[src/design/gzhc_pkg.sv]
// gzhc_pkg: shared types, constants and the byte-wide crc-32 update for the
// gzip member header/trailer checker
// no dependencies
package gzhc_pkg;

   localparam logic [31:0] GZ_CRC_POLY   = 32'hEDB8_8320;
   localparam logic [7:0]  GZ_MAGIC1     = 8'h1F;
   localparam logic [7:0]  GZ_MAGIC2     = 8'h8B;
   localparam logic [7:0]  GZ_DEFLATE    = 8'd8;
   localparam logic [7:0]  GZ_FTEXT      = 8'h01;
   localparam logic [7:0]  GZ_FHCRC      = 8'h02;
   localparam logic [7:0]  GZ_FEXTRA     = 8'h04;
   localparam logic [7:0]  GZ_FNAME      = 8'h08;
   localparam logic [7:0]  GZ_FCOMMENT   = 8'h10;
   localparam logic [7:0]  GZ_FKNOWN     = GZ_FTEXT | GZ_FHCRC | GZ_FEXTRA | GZ_FNAME |
                                           GZ_FCOMMENT;

   // transaction actions
   localparam logic [1:0]  ACT_CONTAINER = 2'd0;
   localparam logic [1:0]  ACT_DATA      = 2'd1;
   localparam logic [1:0]  ACT_BODY_END  = 2'd2;
   localparam logic [1:0]  ACT_EOF       = 2'd3;

   // status codes
   localparam logic [3:0]  ST_BUSY       = 4'd0;
   localparam logic [3:0]  ST_MEMBER_OK  = 4'd1;
   localparam logic [3:0]  ST_BAD_MAGIC  = 4'd2;
   localparam logic [3:0]  ST_BAD_METHOD = 4'd3;
   localparam logic [3:0]  ST_CRC_ERR    = 4'd4;
   localparam logic [3:0]  ST_LEN_ERR    = 4'd5;
   localparam logic [3:0]  ST_EARLY_EOF  = 4'd6;
   localparam logic [3:0]  ST_RSVD_FLAGS = 4'd7;
   localparam logic [3:0]  ST_TRAILING   = 4'd8;

   // parser phases
   localparam logic [3:0]  PH_MAGIC1     = 4'd0;
   localparam logic [3:0]  PH_MAGIC2     = 4'd1;
   localparam logic [3:0]  PH_METHOD     = 4'd2;
   localparam logic [3:0]  PH_FLAGS      = 4'd3;
   localparam logic [3:0]  PH_MTIME      = 4'd4;
   localparam logic [3:0]  PH_XFL        = 4'd5;
   localparam logic [3:0]  PH_OS         = 4'd6;
   localparam logic [3:0]  PH_XLEN       = 4'd7;
   localparam logic [3:0]  PH_EXTRA      = 4'd8;
   localparam logic [3:0]  PH_NAME       = 4'd9;
   localparam logic [3:0]  PH_COMMENT    = 4'd10;
   localparam logic [3:0]  PH_HCRC       = 4'd11;
   localparam logic [3:0]  PH_BODY       = 4'd12;
   localparam logic [3:0]  PH_TRAILER    = 4'd13;

   typedef struct packed {
      logic [3:0]  phase;
      logic [2:0]  byte_index;
      logic [7:0]  flag_bits;
      logic [15:0] extra_remaining;
      logic [31:0] running_crc;
      logic [31:0] output_length;
      logic [31:0] assembled_word;
      logic        member_seen_ok;
      logic        in_error;
   } state_type;

   typedef struct packed {
      logic [3:0]  status;
      logic        mtime_valid;
      logic [31:0] mtime_value;
      logic        name_valid;
      logic [7:0]  name_char;
      logic        out_valid;
      logic [7:0]  out_byte;
   } result_type;

   localparam state_type GZ_STATE_RESET = '0;

   // reflected crc-32 with pre and post inversion, one byte
   function automatic logic [31:0] crc_byte(input logic [31:0] crc, input logic [7:0] b);
      logic [31:0] c;
      c = ~crc ^ {24'd0, b};
      for (int i = 0; i < 8; i++) begin
         c = c[0] ? ((c >> 1) ^ GZ_CRC_POLY) : (c >> 1);
      end
      return ~c;
   endfunction

endpackage

[src/design/gzhc_if.sv]
// gzhc_req_if / gzhc_rsp_if: valid/ready channels of the gzip member checker
// depends on nothing
interface gzhc_req_if;
   logic       valid;
   logic       ready;
   logic [1:0] action;
   logic [7:0] data_byte;

   modport source (output valid, action, data_byte, input ready);
   modport sink (input valid, action, data_byte, output ready);
   modport monitor (input valid, ready, action, data_byte);
endinterface

interface gzhc_rsp_if;
   logic        valid;
   logic        ready;
   logic [3:0]  status;
   logic        mtime_valid;
   logic [31:0] mtime_value;
   logic        name_valid;
   logic [7:0]  name_char;
   logic        out_valid;
   logic [7:0]  out_byte;

   modport source (output valid, status, mtime_valid, mtime_value, name_valid, name_char,
                   out_valid, out_byte, input ready);
   modport sink (input valid, status, mtime_valid, mtime_value, name_valid, name_char,
                 out_valid, out_byte, output ready);
   modport monitor (input valid, ready, status, mtime_valid, mtime_value, name_valid,
                    name_char, out_valid, out_byte);
endinterface

[src/design/gzhc_step.sv]
// gzhc_step: next-state and result logic for one transaction of the gzip
// member parser; depends on gzhc_pkg
module gzhc_step import gzhc_pkg::*; (
   input  state_type  state_ff,
   input  logic [1:0] action,
   input  logic [7:0] data_byte,
   output state_type  state_in,
   output result_type rsp_in
);

   // advance to the first optional field enabled at or after the given phase
   function automatic state_type next_field(input state_type s, input logic [3:0] from);
      state_type r;
      r = s;
      r.byte_index = '0;
      if (from <= PH_XLEN && (s.flag_bits & GZ_FEXTRA) != '0) begin
         r.phase = PH_XLEN;
         r.assembled_word = '0;
      end else if (from <= PH_NAME && (s.flag_bits & GZ_FNAME) != '0) begin
         r.phase = PH_NAME;
      end else if (from <= PH_COMMENT && (s.flag_bits & GZ_FCOMMENT) != '0) begin
         r.phase = PH_COMMENT;
      end else if (from <= PH_HCRC && (s.flag_bits & GZ_FHCRC) != '0) begin
         r.phase = PH_HCRC;
      end else begin
         r.phase = PH_BODY;
         r.member_seen_ok = 1'b0;
         r.running_crc = '0;
         r.output_length = '0;
      end
      return r;
   endfunction

   logic [31:0] merged_word;
   logic [15:0] extra_full;
   logic [15:0] extra_dec;

   // byte lands at lane byte_index mod 4
   assign merged_word = state_ff.assembled_word |
                        ({24'd0, data_byte} << {state_ff.byte_index[1:0], 3'b000});
   assign extra_full  = {data_byte, state_ff.extra_remaining[7:0]};
   assign extra_dec   = state_ff.extra_remaining - 16'd1;

   always_comb begin
      state_in = state_ff;
      rsp_in   = '0;
      if (action == ACT_EOF) begin
         if (!state_ff.in_error && state_ff.phase != PH_MAGIC1) begin
            rsp_in.status = state_ff.member_seen_ok ? ST_TRAILING : ST_EARLY_EOF;
         end
         state_in = GZ_STATE_RESET;
      end else if (state_ff.in_error) begin
         state_in = state_ff;
      end else if (action == ACT_DATA) begin
         if (state_ff.phase == PH_BODY) begin
            state_in.running_crc   = crc_byte(state_ff.running_crc, data_byte);
            state_in.output_length = state_ff.output_length + 32'd1;
            rsp_in.out_valid = 1'b1;
            rsp_in.out_byte  = data_byte;
         end
      end else if (action == ACT_BODY_END) begin
         if (state_ff.phase == PH_BODY) begin
            state_in.phase = PH_TRAILER;
            state_in.byte_index = '0;
            state_in.assembled_word = '0;
         end
      end else begin
         unique case (state_ff.phase) inside
            PH_MAGIC1, PH_MAGIC2: begin
               if (data_byte != ((state_ff.phase == PH_MAGIC1) ? GZ_MAGIC1 : GZ_MAGIC2)) begin
                  rsp_in.status = state_ff.member_seen_ok ? ST_TRAILING : ST_BAD_MAGIC;
                  state_in.in_error = 1'b1;
                  state_in.member_seen_ok = 1'b0;
               end else begin
                  state_in.phase = (state_ff.phase == PH_MAGIC1) ? PH_MAGIC2 : PH_METHOD;
               end
            end
            PH_METHOD: begin
               if (data_byte != GZ_DEFLATE) begin
                  rsp_in.status = state_ff.member_seen_ok ? ST_TRAILING : ST_BAD_METHOD;
                  state_in.in_error = 1'b1;
                  state_in.member_seen_ok = 1'b0;
               end else begin
                  state_in.phase = PH_FLAGS;
               end
            end
            PH_FLAGS: begin
               state_in.flag_bits = data_byte;
               if ((data_byte & ~GZ_FKNOWN) != '0) begin
                  rsp_in.status = ST_RSVD_FLAGS;
               end
               state_in.phase = PH_MTIME;
               state_in.byte_index = '0;
               state_in.assembled_word = '0;
            end
            PH_MTIME: begin
               state_in.assembled_word = merged_word;
               if (state_ff.byte_index[1:0] == 2'd3) begin
                  rsp_in.mtime_valid = 1'b1;
                  rsp_in.mtime_value = merged_word;
                  state_in.phase = PH_XFL;
                  state_in.byte_index = '0;
               end else begin
                  state_in.byte_index = state_ff.byte_index + 3'd1;
               end
            end
            PH_XFL: begin
               state_in.phase = PH_OS;
            end
            PH_OS: begin
               state_in = next_field(state_ff, PH_XLEN);
            end
            PH_XLEN: begin
               if (state_ff.byte_index == 3'd0) begin
                  state_in.extra_remaining = {8'd0, data_byte};
                  state_in.byte_index = 3'd1;
               end else begin
                  state_in.extra_remaining = extra_full;
                  state_in.byte_index = '0;
                  if (extra_full != '0) begin
                     state_in.phase = PH_EXTRA;
                  end else begin
                     state_in = next_field(state_in, PH_NAME);
                  end
               end
            end
            PH_EXTRA: begin
               state_in.extra_remaining = extra_dec;
               if (extra_dec == '0) begin
                  state_in = next_field(state_in, PH_NAME);
               end
            end
            PH_NAME: begin
               if (data_byte == 8'd0) begin
                  state_in = next_field(state_ff, PH_COMMENT);
               end else begin
                  rsp_in.name_valid = 1'b1;
                  rsp_in.name_char  = data_byte;
               end
            end
            PH_COMMENT: begin
               if (data_byte == 8'd0) begin
                  state_in = next_field(state_ff, PH_HCRC);
               end
            end
            PH_HCRC: begin
               if (state_ff.byte_index == 3'd0) begin
                  state_in.byte_index = 3'd1;
               end else begin
                  state_in.byte_index = '0;
                  state_in.phase = PH_BODY;
                  state_in.member_seen_ok = 1'b0;
                  state_in.running_crc = '0;
                  state_in.output_length = '0;
               end
            end
            PH_TRAILER: begin
               state_in.assembled_word = merged_word;
               if (state_ff.byte_index == 3'd3) begin
                  if (merged_word != state_ff.running_crc) begin
                     rsp_in.status = state_ff.member_seen_ok ? ST_TRAILING : ST_CRC_ERR;
                     state_in.in_error = 1'b1;
                     state_in.member_seen_ok = 1'b0;
                  end else begin
                     state_in.assembled_word = '0;
                     state_in.byte_index = 3'd4;
                  end
               end else if (state_ff.byte_index == 3'd7) begin
                  if (merged_word != state_ff.output_length) begin
                     rsp_in.status = state_ff.member_seen_ok ? ST_TRAILING : ST_LEN_ERR;
                     state_in.in_error = 1'b1;
                     state_in.member_seen_ok = 1'b0;
                  end else begin
                     rsp_in.status = ST_MEMBER_OK;
                     state_in.member_seen_ok = 1'b1;
                     state_in.phase = PH_MAGIC1;
                     state_in.byte_index = '0;
                     state_in.assembled_word = '0;
                  end
               end else begin
                  state_in.byte_index = state_ff.byte_index + 3'd1;
               end
            end
            default: begin
               // body: container bytes belong to the inflate core
               state_in = state_ff;
            end
         endcase
      end
   end

endmodule

[src/design/gzip_member_header_trailer_check.sv]
// gzip_member_header_trailer_check: top level of the gzip member checker
// depends on gzhc_pkg, gzhc_req_if, gzhc_rsp_if and gzhc_step
//
// Takes one transaction per clock while results are taken, and returns exactly
// one result transaction for each, in order. A transaction is held in an input
// register, goes through the parser step (header decode, byte-wide crc-32
// update, trailer compare) and moves on into a result register once the result
// side is not stalled. The crc-32 byte update in that single step sets the
// clock period. A waiting result does not block the input register: the block
// keeps accepting until both registers hold an untaken transaction. End of
// input returns the parser to its reset state for a new stream.
module gzip_member_header_trailer_check import gzhc_pkg::*; (
   input  logic        clock,
   input  logic        reset,
   gzhc_req_if.sink    req_chan,
   gzhc_rsp_if.source  rsp_chan
);

   logic       in_valid_ff;
   logic [1:0] in_action_ff;
   logic [7:0] in_byte_ff;
   state_type  state_ff;
   state_type  state_in;
   logic       out_valid_ff;
   result_type out_ff;
   result_type rsp_in;
   logic       advance;
   logic       fire;

   assign advance        = !out_valid_ff || rsp_chan.ready;
   assign fire           = in_valid_ff && advance;
   assign req_chan.ready = !in_valid_ff || advance;

   always_ff @(posedge clock) begin
      if (reset) begin
         in_valid_ff <= 1'b0;
      end else if (req_chan.ready) begin
         in_valid_ff <= req_chan.valid;
      end
   end

   always_ff @(posedge clock) begin
      if (req_chan.valid && req_chan.ready) begin
         in_action_ff <= req_chan.action;
         in_byte_ff   <= req_chan.data_byte;
      end
   end

   gzhc_step u_step (
      .state_ff  (state_ff),
      .action    (in_action_ff),
      .data_byte (in_byte_ff),
      .state_in  (state_in),
      .rsp_in    (rsp_in)
   );

   always_ff @(posedge clock) begin
      if (reset) begin
         state_ff <= GZ_STATE_RESET;
      end else if (fire) begin
         state_ff <= state_in;
      end
   end

   always_ff @(posedge clock) begin
      if (reset) begin
         out_valid_ff <= 1'b0;
      end else if (advance) begin
         out_valid_ff <= in_valid_ff;
      end
   end

   always_ff @(posedge clock) begin
      if (fire) begin
         out_ff <= rsp_in;
      end
   end

   assign rsp_chan.valid       = out_valid_ff;
   assign rsp_chan.status      = out_ff.status;
   assign rsp_chan.mtime_valid = out_ff.mtime_valid;
   assign rsp_chan.mtime_value = out_ff.mtime_value;
   assign rsp_chan.name_valid  = out_ff.name_valid;
   assign rsp_chan.name_char   = out_ff.name_char;
   assign rsp_chan.out_valid   = out_ff.out_valid;
   assign rsp_chan.out_byte    = out_ff.out_byte;

endmodule

[src/flat_wrapper.sv]
// flat-port wrapper written by rule: the top's interface ports become plain ports
module gzip_member_header_trailer_check_flat import gzhc_pkg::*;
  (clock, reset, req_chan_valid, req_chan_action, req_chan_data_byte, req_chan_ready, rsp_chan_valid, rsp_chan_status, rsp_chan_mtime_valid, rsp_chan_mtime_value, rsp_chan_name_valid, rsp_chan_name_char, rsp_chan_out_valid, rsp_chan_out_byte, rsp_chan_ready);
  gzhc_req_if req_chan_i ();
  gzhc_rsp_if rsp_chan_i ();
  input  logic clock;
  input  logic reset;
  input wire logic [$bits(req_chan_i.valid)-1:0] req_chan_valid;
  input wire logic [$bits(req_chan_i.action)-1:0] req_chan_action;
  input wire logic [$bits(req_chan_i.data_byte)-1:0] req_chan_data_byte;
  output wire logic [$bits(req_chan_i.ready)-1:0] req_chan_ready;
  output wire logic [$bits(rsp_chan_i.valid)-1:0] rsp_chan_valid;
  output wire logic [$bits(rsp_chan_i.status)-1:0] rsp_chan_status;
  output wire logic [$bits(rsp_chan_i.mtime_valid)-1:0] rsp_chan_mtime_valid;
  output wire logic [$bits(rsp_chan_i.mtime_value)-1:0] rsp_chan_mtime_value;
  output wire logic [$bits(rsp_chan_i.name_valid)-1:0] rsp_chan_name_valid;
  output wire logic [$bits(rsp_chan_i.name_char)-1:0] rsp_chan_name_char;
  output wire logic [$bits(rsp_chan_i.out_valid)-1:0] rsp_chan_out_valid;
  output wire logic [$bits(rsp_chan_i.out_byte)-1:0] rsp_chan_out_byte;
  input wire logic [$bits(rsp_chan_i.ready)-1:0] rsp_chan_ready;
  assign req_chan_i.valid = req_chan_valid;
  assign req_chan_i.action = req_chan_action;
  assign req_chan_i.data_byte = req_chan_data_byte;
  assign req_chan_ready = req_chan_i.ready;
  assign rsp_chan_valid = rsp_chan_i.valid;
  assign rsp_chan_status = rsp_chan_i.status;
  assign rsp_chan_mtime_valid = rsp_chan_i.mtime_valid;
  assign rsp_chan_mtime_value = rsp_chan_i.mtime_value;
  assign rsp_chan_name_valid = rsp_chan_i.name_valid;
  assign rsp_chan_name_char = rsp_chan_i.name_char;
  assign rsp_chan_out_valid = rsp_chan_i.out_valid;
  assign rsp_chan_out_byte = rsp_chan_i.out_byte;
  assign rsp_chan_i.ready = rsp_chan_ready;
  gzip_member_header_trailer_check u_core (.clock(clock), .reset(reset), .req_chan(req_chan_i), .rsp_chan(rsp_chan_i));
endmodule
[config.mk]
export PLATFORM = sky130hd
export DESIGN_NAME = gzip_member_header_trailer_check_flat
export DESIGN_NICKNAME = d
export VERILOG_FILES = /design/src/design/gzhc_pkg.sv /design/src/design/gzhc_if.sv /design/src/design/gzhc_step.sv /design/src/design/gzip_member_header_trailer_check.sv /design/src/flat_wrapper.sv
export SDC_FILE = /design/constraint.sdc
export NUM_CORES = 1
export LEC_CHECK = 0
export BUFFER_PORTS_ARGS = -buffer_cell sky130_fd_sc_hd__buf_2
export CAP_MARGIN = 20
export CORE_MARGIN = 2
export CORE_UTILIZATION = 35
export DETAILED_ROUTE_END_ITERATION = 8
export GPL_ROUTABILITY_DRIVEN = 1
export HOLD_SLACK_MARGIN = 0.05
export PLACE_DENSITY = 0.55
export SETUP_SLACK_MARGIN = 0.4
export SLEW_MARGIN = 0
export SYNTH_ARGS = -nofsm -noshare
export SYNTH_HDL_FRONTEND = slang
export SYNTH_SLANG_ARGS = --single-unit
[constraint.sdc]
create_clock -name clock -period 5.55 [get_ports clock]
set_input_delay 1.11 -clock clock [delete_from_list [all_inputs] [get_ports clock]]
set_output_delay 1.11 -clock clock [all_outputs]
set_load 0.005 [all_outputs]
# Word-level counts from Yosys, hierarchy flattened
# Index checks and enable logic that the tools add are counted.
classes:
  add_sub_neg: 3
  shifts: 1
  reduce_logical: 38
  eq_ne: 70
  bitwise: 17
  mux: 100
op_table:
  columns: ["cell", "count"]
  rows:
  - ["129-bit two-way mux", 5]
  - ["64-bit two-way mux", 7]
  - ["32-bit two-way mux", 13]
  - ["64-bit one-hot mux with 6 select lines", 1]
  - ["32-bit one-hot mux with 8 select lines", 1]
  - ["98-bit two-way mux", 2]
  - ["13-bit inverter with 14-bit output", 8]
  - ["34-bit two-way mux", 3]
  - ["46-bit two-way mux", 2]
  - ["4-bit two-way mux", 22]
  - ["88-bit two-way mux", 1]
  - ["33-bit two-way mux", 2]
  - ["32-bit != test", 2]
  - ["32-bit inverter", 2]
  - ["16-bit one-hot mux with 4 select lines", 1]
  - ["55-bit two-way mux", 1]
  - ["4-bit != test (second input constant)", 12]
  - ["4-bit one-hot mux with 12 select lines", 1]
  - ["8-bit one-hot mux with 5 select lines", 1]
  - ["9-bit two-way mux", 4]
  - ["3-bit != test (second input constant)", 12]
  - ["32-bit by 1-bit adder with 32-bit output (second input constant)", 1]
  - ["4-bit by 3-bit != test with 1-bit output (second input constant)", 8]
  - ["32-bit OR", 1]
  - ["other kinds (57)", 116]
word_totals:
  input_bits: 14
  regBits: 193

# Depth between registers and ports, before layout
logic_depth:
  word_depth: 23
  depth_mapped: 14
  mapped_depth_nobuf: 11

# Modules after synthesis
# A second synthesis with hierarchy kept.
unflattened:
  cells_unflattened: 1852
  hier_area_um2: 15000.6
by_module_without_submodules:
  columns: ["mod", "instances", "cells_per_inst", "area_each_um2"]
  rows:
  - ["gzip_member_header_trailer_check", 1, 635, 7841.3]
  - ["gzhc_step", 1, 1217, 7159.4]

# Worst setup path before layout
# Ideal clock, no wire load.
synth_path:
  kind: "input to register"
  from: "input rsp_chan_ready"
  to: "register, netlist name u_core.state_ff[26]"
  setup_slack_ns: -0.012
  path_stages: 9
  path_buffers: 0
  required_ns: 5.485
  t_arrival_ns: 5.498
  cell_sequence: "nor2b_1 nor2b_1 nor2b_1 o21ai_0 nor3_1 nand2_1 a2111oi_4 a21oi_1 nor2_1"
synth_between:
  elab_chain_len: 3
synth_lines:
  columns: ["item", "line_no", "text"]
  rows:
  - ["from (decl)", "flat_wrapper.sv:20", "input wire logic [$bits(rsp_chan_i.ready)-1:0] rsp_chan_ready;"]
  - ["1-bit logical OR", "gzip_member_header_trailer_check.sv:30", "assign advance = !out_valid_ff || rsp_chan.ready;"]
  - ["1-bit logical AND", "gzip_member_header_trailer_check.sv:31", "assign fire = in_valid_ff && advance;"]
  - ["named net u_core.fire", "gzip_member_header_trailer_check.sv:28", "logic fire;"]
  - ["10-bit AND reduction (no source line)", null, null]
# The timed path passes the listed nets, and every way through them passes these cells.
# A chain may end at the register's enable or synchronous reset.

# Worst setup path in the final report
layout_path:
  from: "register, netlist name u_core.state_ff[122]"
  to: "register, netlist name u_core.state_ff[23]"
layout_between:
  elab_chain_len: 11
layout_lines:
  columns: ["item", "line_no", "text"]
  rows:
  - ["8-bit by 5-bit left shift with 32-bit output", "gzhc_step.sv:40", "({24'd0, data_byte} << {state_ff.byte_index[1:0], 3'b000});"]
  - ["32-bit OR", "gzhc_step.sv:39", "assign merged_word = state_ff.assembled_word |"]
  - ["32-bit != test", "gzhc_step.sv:169", "if (merged_word != state_ff.output_length) begin"]
  - ["32-bit two-way mux", "gzhc_step.sv:169", null]
  - ["34-bit two-way mux", "gzhc_step.sv:168", "end else if (state_ff.byte_index == 3'd7) begin"]
  - ["34-bit two-way mux", "gzhc_step.sv:159", "if (state_ff.byte_index == 3'd3) begin"]
  - ["32-bit one-hot mux with 8 select lines *", "gzhc_step.sv:68", "unique case (state_ff.phase) inside"]
  - ["32-bit two-way mux *", "gzhc_step.sv:61", "end else if (action == ACT_BODY_END) begin"]
  - ["34-bit two-way mux *", "gzhc_step.sv:54", "end else if (action == ACT_DATA) begin"]
  - ["129-bit two-way mux *", "gzhc_step.sv:52", "end else if (state_ff.in_error) begin"]
  - ["129-bit two-way mux *", "gzhc_step.sv:47", "if (action == ACT_EOF) begin"]
# Every way passes the cells marked *; elsewhere a longest branch is shown, timed or not. The select of a mux whose other input is x is not followed.

==> results.py <==
metrics = {
    "status": {
        "status": "finished clean",
    },
    "global_routing": {
        "use_met1_pct": 31.9,
        "busiest_layer": "met2",
        "grt_first_pass_wirelength_um": 58400,
        "antenna_found_initial": 0,
        "met3_usage_pct": 4.65,
        "use_met2_pct": 35.6,
        "grt_max_degree": 69,
        "first_global_vias": 9559,
        "grt_overflow": 0,
        "grt_usage_pct": 23.1,
    },
    "cells_and_area": {
        "final_layout_size_suffix_gt1_share_pct": 10.8,
        "multi_input_area_mm2": 0.00627,
        "insertedDiodeCount": 0,
        "fin_nets": 1402,
        "fill_cells": 3213,
        "area_growth_pct": 11.4,
        "layoutNonFillerInstCount": 1791,
        "register_area_mm2": 0.00449,
    },
    "die": {
        "start_util_pct": 35.6,
        "rows": 65,
        "die-area_mm2": 0.0336,
        "coreArea_mm2": 0.0316,
        "io_pins": 71,
        "die_y_um": 183,
        "die_width_um": 183,
    },
    "worst_setup_path": {
        "reg2reg_to": "u_core.state_ff[23]",
        "critPathLaunchType": "flip-flop",
        "crit_type": "reg -> reg",
        "cp_max_fo": 26,
        "cp_cell_sequence": "buf_4, a31oi_1, xnor2_1, a2111oi_0, and4_1, nand3_2, a31oi_4, o41a_2, or2_1, o21ai_0",
        "reg2reg_slack_ps": 1080,
        "cp-end-kind": "flip-flop",
        "worstPathArrival_ps": 4770,
        "max_stage_delay_ps": 790,
        "reg2regPathDepth": 10,
        "crit_slowest_cell": "dfxtp_1",
        "cp.required_ps": 5850,
        "rr_startpoint": "u_core.state_ff[122]",
    },
    "clock_tree": {
        "cts_setup_buffers": 0,
        "clkSlewWorstSetupHoldPaths_ps": 70,
        "htreeDepth": 4,
        "cts.path.max_buffers": 2,
        "cts-root-buf": "clkbuf_16",
        "ctsHoldBuffers": 0,
        "clkSinkCount": 192,
        "cts_tree": "done",
        "numCtsBuffers": 17,
        "clock_latency_ps": 460,
        "cts-resized-gates": 0,
    },
    "min_path": {
        "min_to": "u_core.state_ff[27]",
        "hold_path_class": "reg -> reg",
        "worstHoldStart": "u_core.state_ff[27]",
        "holdPathStages": 2,
    },
    "sta": {
        "rsz0062_at_grt": "false",
        "hold_viol_final": 0,
        "min_period_over_period_pct": 80.5,
        "drv_slew": 0,
        "period_needed_ps": 4470,
        "max_slew_margin_pct": 31.0,
        "finalSetupTns_ps": 0,
        "worstMarginPinSlew_ps": 1030,
        "max_clock_freq_mhz": 224,
        "finalSetupViolations": 0,
        "skew_ps": 17.2,
    },
    "logic_synthesis": {
        "synth_edf_count": 65,
        "synth.area.top_cells": "dfxtp_1, edfxtp_1, xnor2_1, a21oi_1, nor2_1",
        "synth_fp_nets": 1378,
        "syn_area_mm2": 0.0113,
        "synthTopCellsByCount": "nor2_1, dfxtp_1, a21oi_1, nand2_1, o21ai_0",
        "postSynthAreaPerCell_um2": 8.33,
        "synth.most_common_cell": "nor2_1",
        "synth_cells": 1352,
        "yosysTopAreaCellShare_pct": 22.6,
        "ys.flop_type": "dfxtp_1",
        "synth.distinct_cells": 77,
        "yosys.area.top_type": "dfxtp_1",
        "synth-async-reset-ratio_pct": 0,
        "ys_seq_area_share_pct": 39.9,
        "ys_ff_latch": 192,
        "yosys_warnings": 0,
    },
    "power": {
        "power_density_mw_per_mm2": 256,
        "p_leak_nw": 4.45,
        "peakVddDrop_v": 0.000234,
        "switching_share_pct": 25.5,
        "seq_power_share_pct": 46.9,
        "p_int_w": 0.00239,
        "p_clk_share_pct": 42.9,
        "power_switching_w": 0.000817,
        "combPwrFrac_pct": 10.2,
    },
    "routing": {
        "routedWlPerCell_um": 21.3,
        "final_antenna_net_count": 0,
        "wirelength_um": 38200,
        "detail_route.drc_violations": 0,
        "dr.first_iter.drc_count": 1162,
        "via_count": 10300,
        "vias_per_cell": 5.77,
        "drtPass1Iterations": 6,
    },
    "placed_design": {
        "routabilityCongestion": 0.964,
        "dp_cells": 1758,
        "portBuffers": 70,
        "dp_hpwl_um": 27300,
    },
    "flow_run": {
        "cap_violations": 0,
    },
}
==> worst max-delay path: cells and delay by family (launching register included) <==
kind / cells / cell delay [ps]
simple gates: 3 / 1290
compound gates: 5 / 1530
flops: 1 / 790
buf+inv: 1 / 430
xor+xnor: 1 / 240
==> stage by stage <==
stage / total power, W / hold slack (ps) / cell area, µm² / worst slack (ps) / util, %
after floorplan: 0.00175 / 437 / 11300 / 1110 / -
final: 0.00321 / 482 / 12500 / 1080 / 39.7
after detailed placement: 0.00186 / 459 / 11900 / 1250 / 37.6
after global placement: 0.00186 / 461 / 11900 / 1330 / 37.6
after CTS: 0.00324 / 480 / 12500 / 1220 / 39.6
after global routing: 0.00333 / 510 / 12500 / 913 / 39.7
==> state kept, by name, indices dropped and copies added (netlist names) <==
signal	flops
u_core.state_ff	125
u_core.rsp_chan.mtime_value	32
u_core.in_byte_ff	8
u_core.rsp_chan.name_char	8
u_core.rsp_chan.out_byte	8
u_core.rsp_chan.status	4
u_core.in_action_ff	2
u_core.in_valid_ff	1
u_core.rsp_chan.mtime_valid	1
u_core.rsp_chan.name_valid	1
u_core.rsp_chan.out_valid	1
u_core.rsp_chan.valid	1
==> routing by layer <==
| layer | up-vias | share of wire, % | wire length (µm) |
|---|---|---|---|
| li1 | 4884 | - | - |
| met1 | 5008 | 44 | 16900 |
| met2 | 391 | 45 | 17200 |
| met3 | 58 | 7.7 | 2950 |
| met4 | 0 | 2.9 | 1110 |
| met5 | - | 0 | 0 |
==> how the worst max path moves through the flow <==
| stage | slack [ps] | from | end |
|---|---|---|---|
| 3_5_place_dp | 1250 | u_core.state_ff[122] | u_core.state_ff[23] |
| 2_1_floorplan | 1110 | rsp_chan_ready | u_core.state_ff[26] |
| 4_1_cts | 1220 | u_core.state_ff[122] | u_core.state_ff[23] |
| 5_1_grt | 910 | u_core.state_ff[122] | u_core.state_ff[23] |
| 3_3_place_gp | 1330 | u_core.state_ff[122] | u_core.state_ff[23] |
| 6_report | 1080 | u_core.state_ff[122] | u_core.state_ff[23] |
==> final cells by class <==
type | instances | area share (%)
multi-input combinational | 1042 | 50.0
sequential | 192 | 35.8
timing repair buffer | 92 | 4.11
tap | 402 | 4.01
clock buffer | 21 | 3.76
clock inverter | 11 | 1.39
inverter | 31 | 0.927
==> power groups by stage <==
| stage | clock network (W) | registers (W) | logic (W) |
|---|---|---|---|
| finish | 0.00137 | 0.00151 | 0.000327 |
| global route | 0.00146 | 0.00151 | 0.000359 |
| CTS | 0.00141 | 0.00151 | 0.000325 |
| detailed placement | 0 | 0.00154 | 0.000323 |
| global placement | 0 | 0.00154 | 0.000324 |
| floorplan | 0 | 0.00152 | 0.000234 |
==> cells in the final DEF (no fill, tap or decap), drive strengths merged, types with 19 or more instances in the layout <==
cell type,netlist,routed
o21ai,94,94
edfxtp,65,65
nand3,72,72
clkbuf,56,21
dfxtp,127,127
nor2,152,152
nand2,111,111
nor3,36,36
xnor2,71,71
and3,19,19
buf,31,92
a21oi,115,115
xor2,30,30
and2,51,51
inv,31,35
nand2b,20,20
or3,25,25
a31oi,29,29
==> cells by family (layout without fill, tap and decap cells) <==
| group | Yosys count | count (layout) | share of synthesized area [%] |
|---|---|---|---|
| buffers and inverters | 118 | 155 | 4.47 |
| multiplexers | 2 | 2 | 0.178 |
| adder cells (fa/ha/maj) | 13 | 13 | 1.42 |
| AND/OR/NAND/NOR | 581 | 581 | 26.3 |
| flip-flops | 192 | 192 | 39.9 |
| XOR/XNOR | 101 | 101 | 7.92 |
| AO/OA/AOI/OAI | 345 | 345 | 19.8 |
Power figures use the tool's default switching activity.
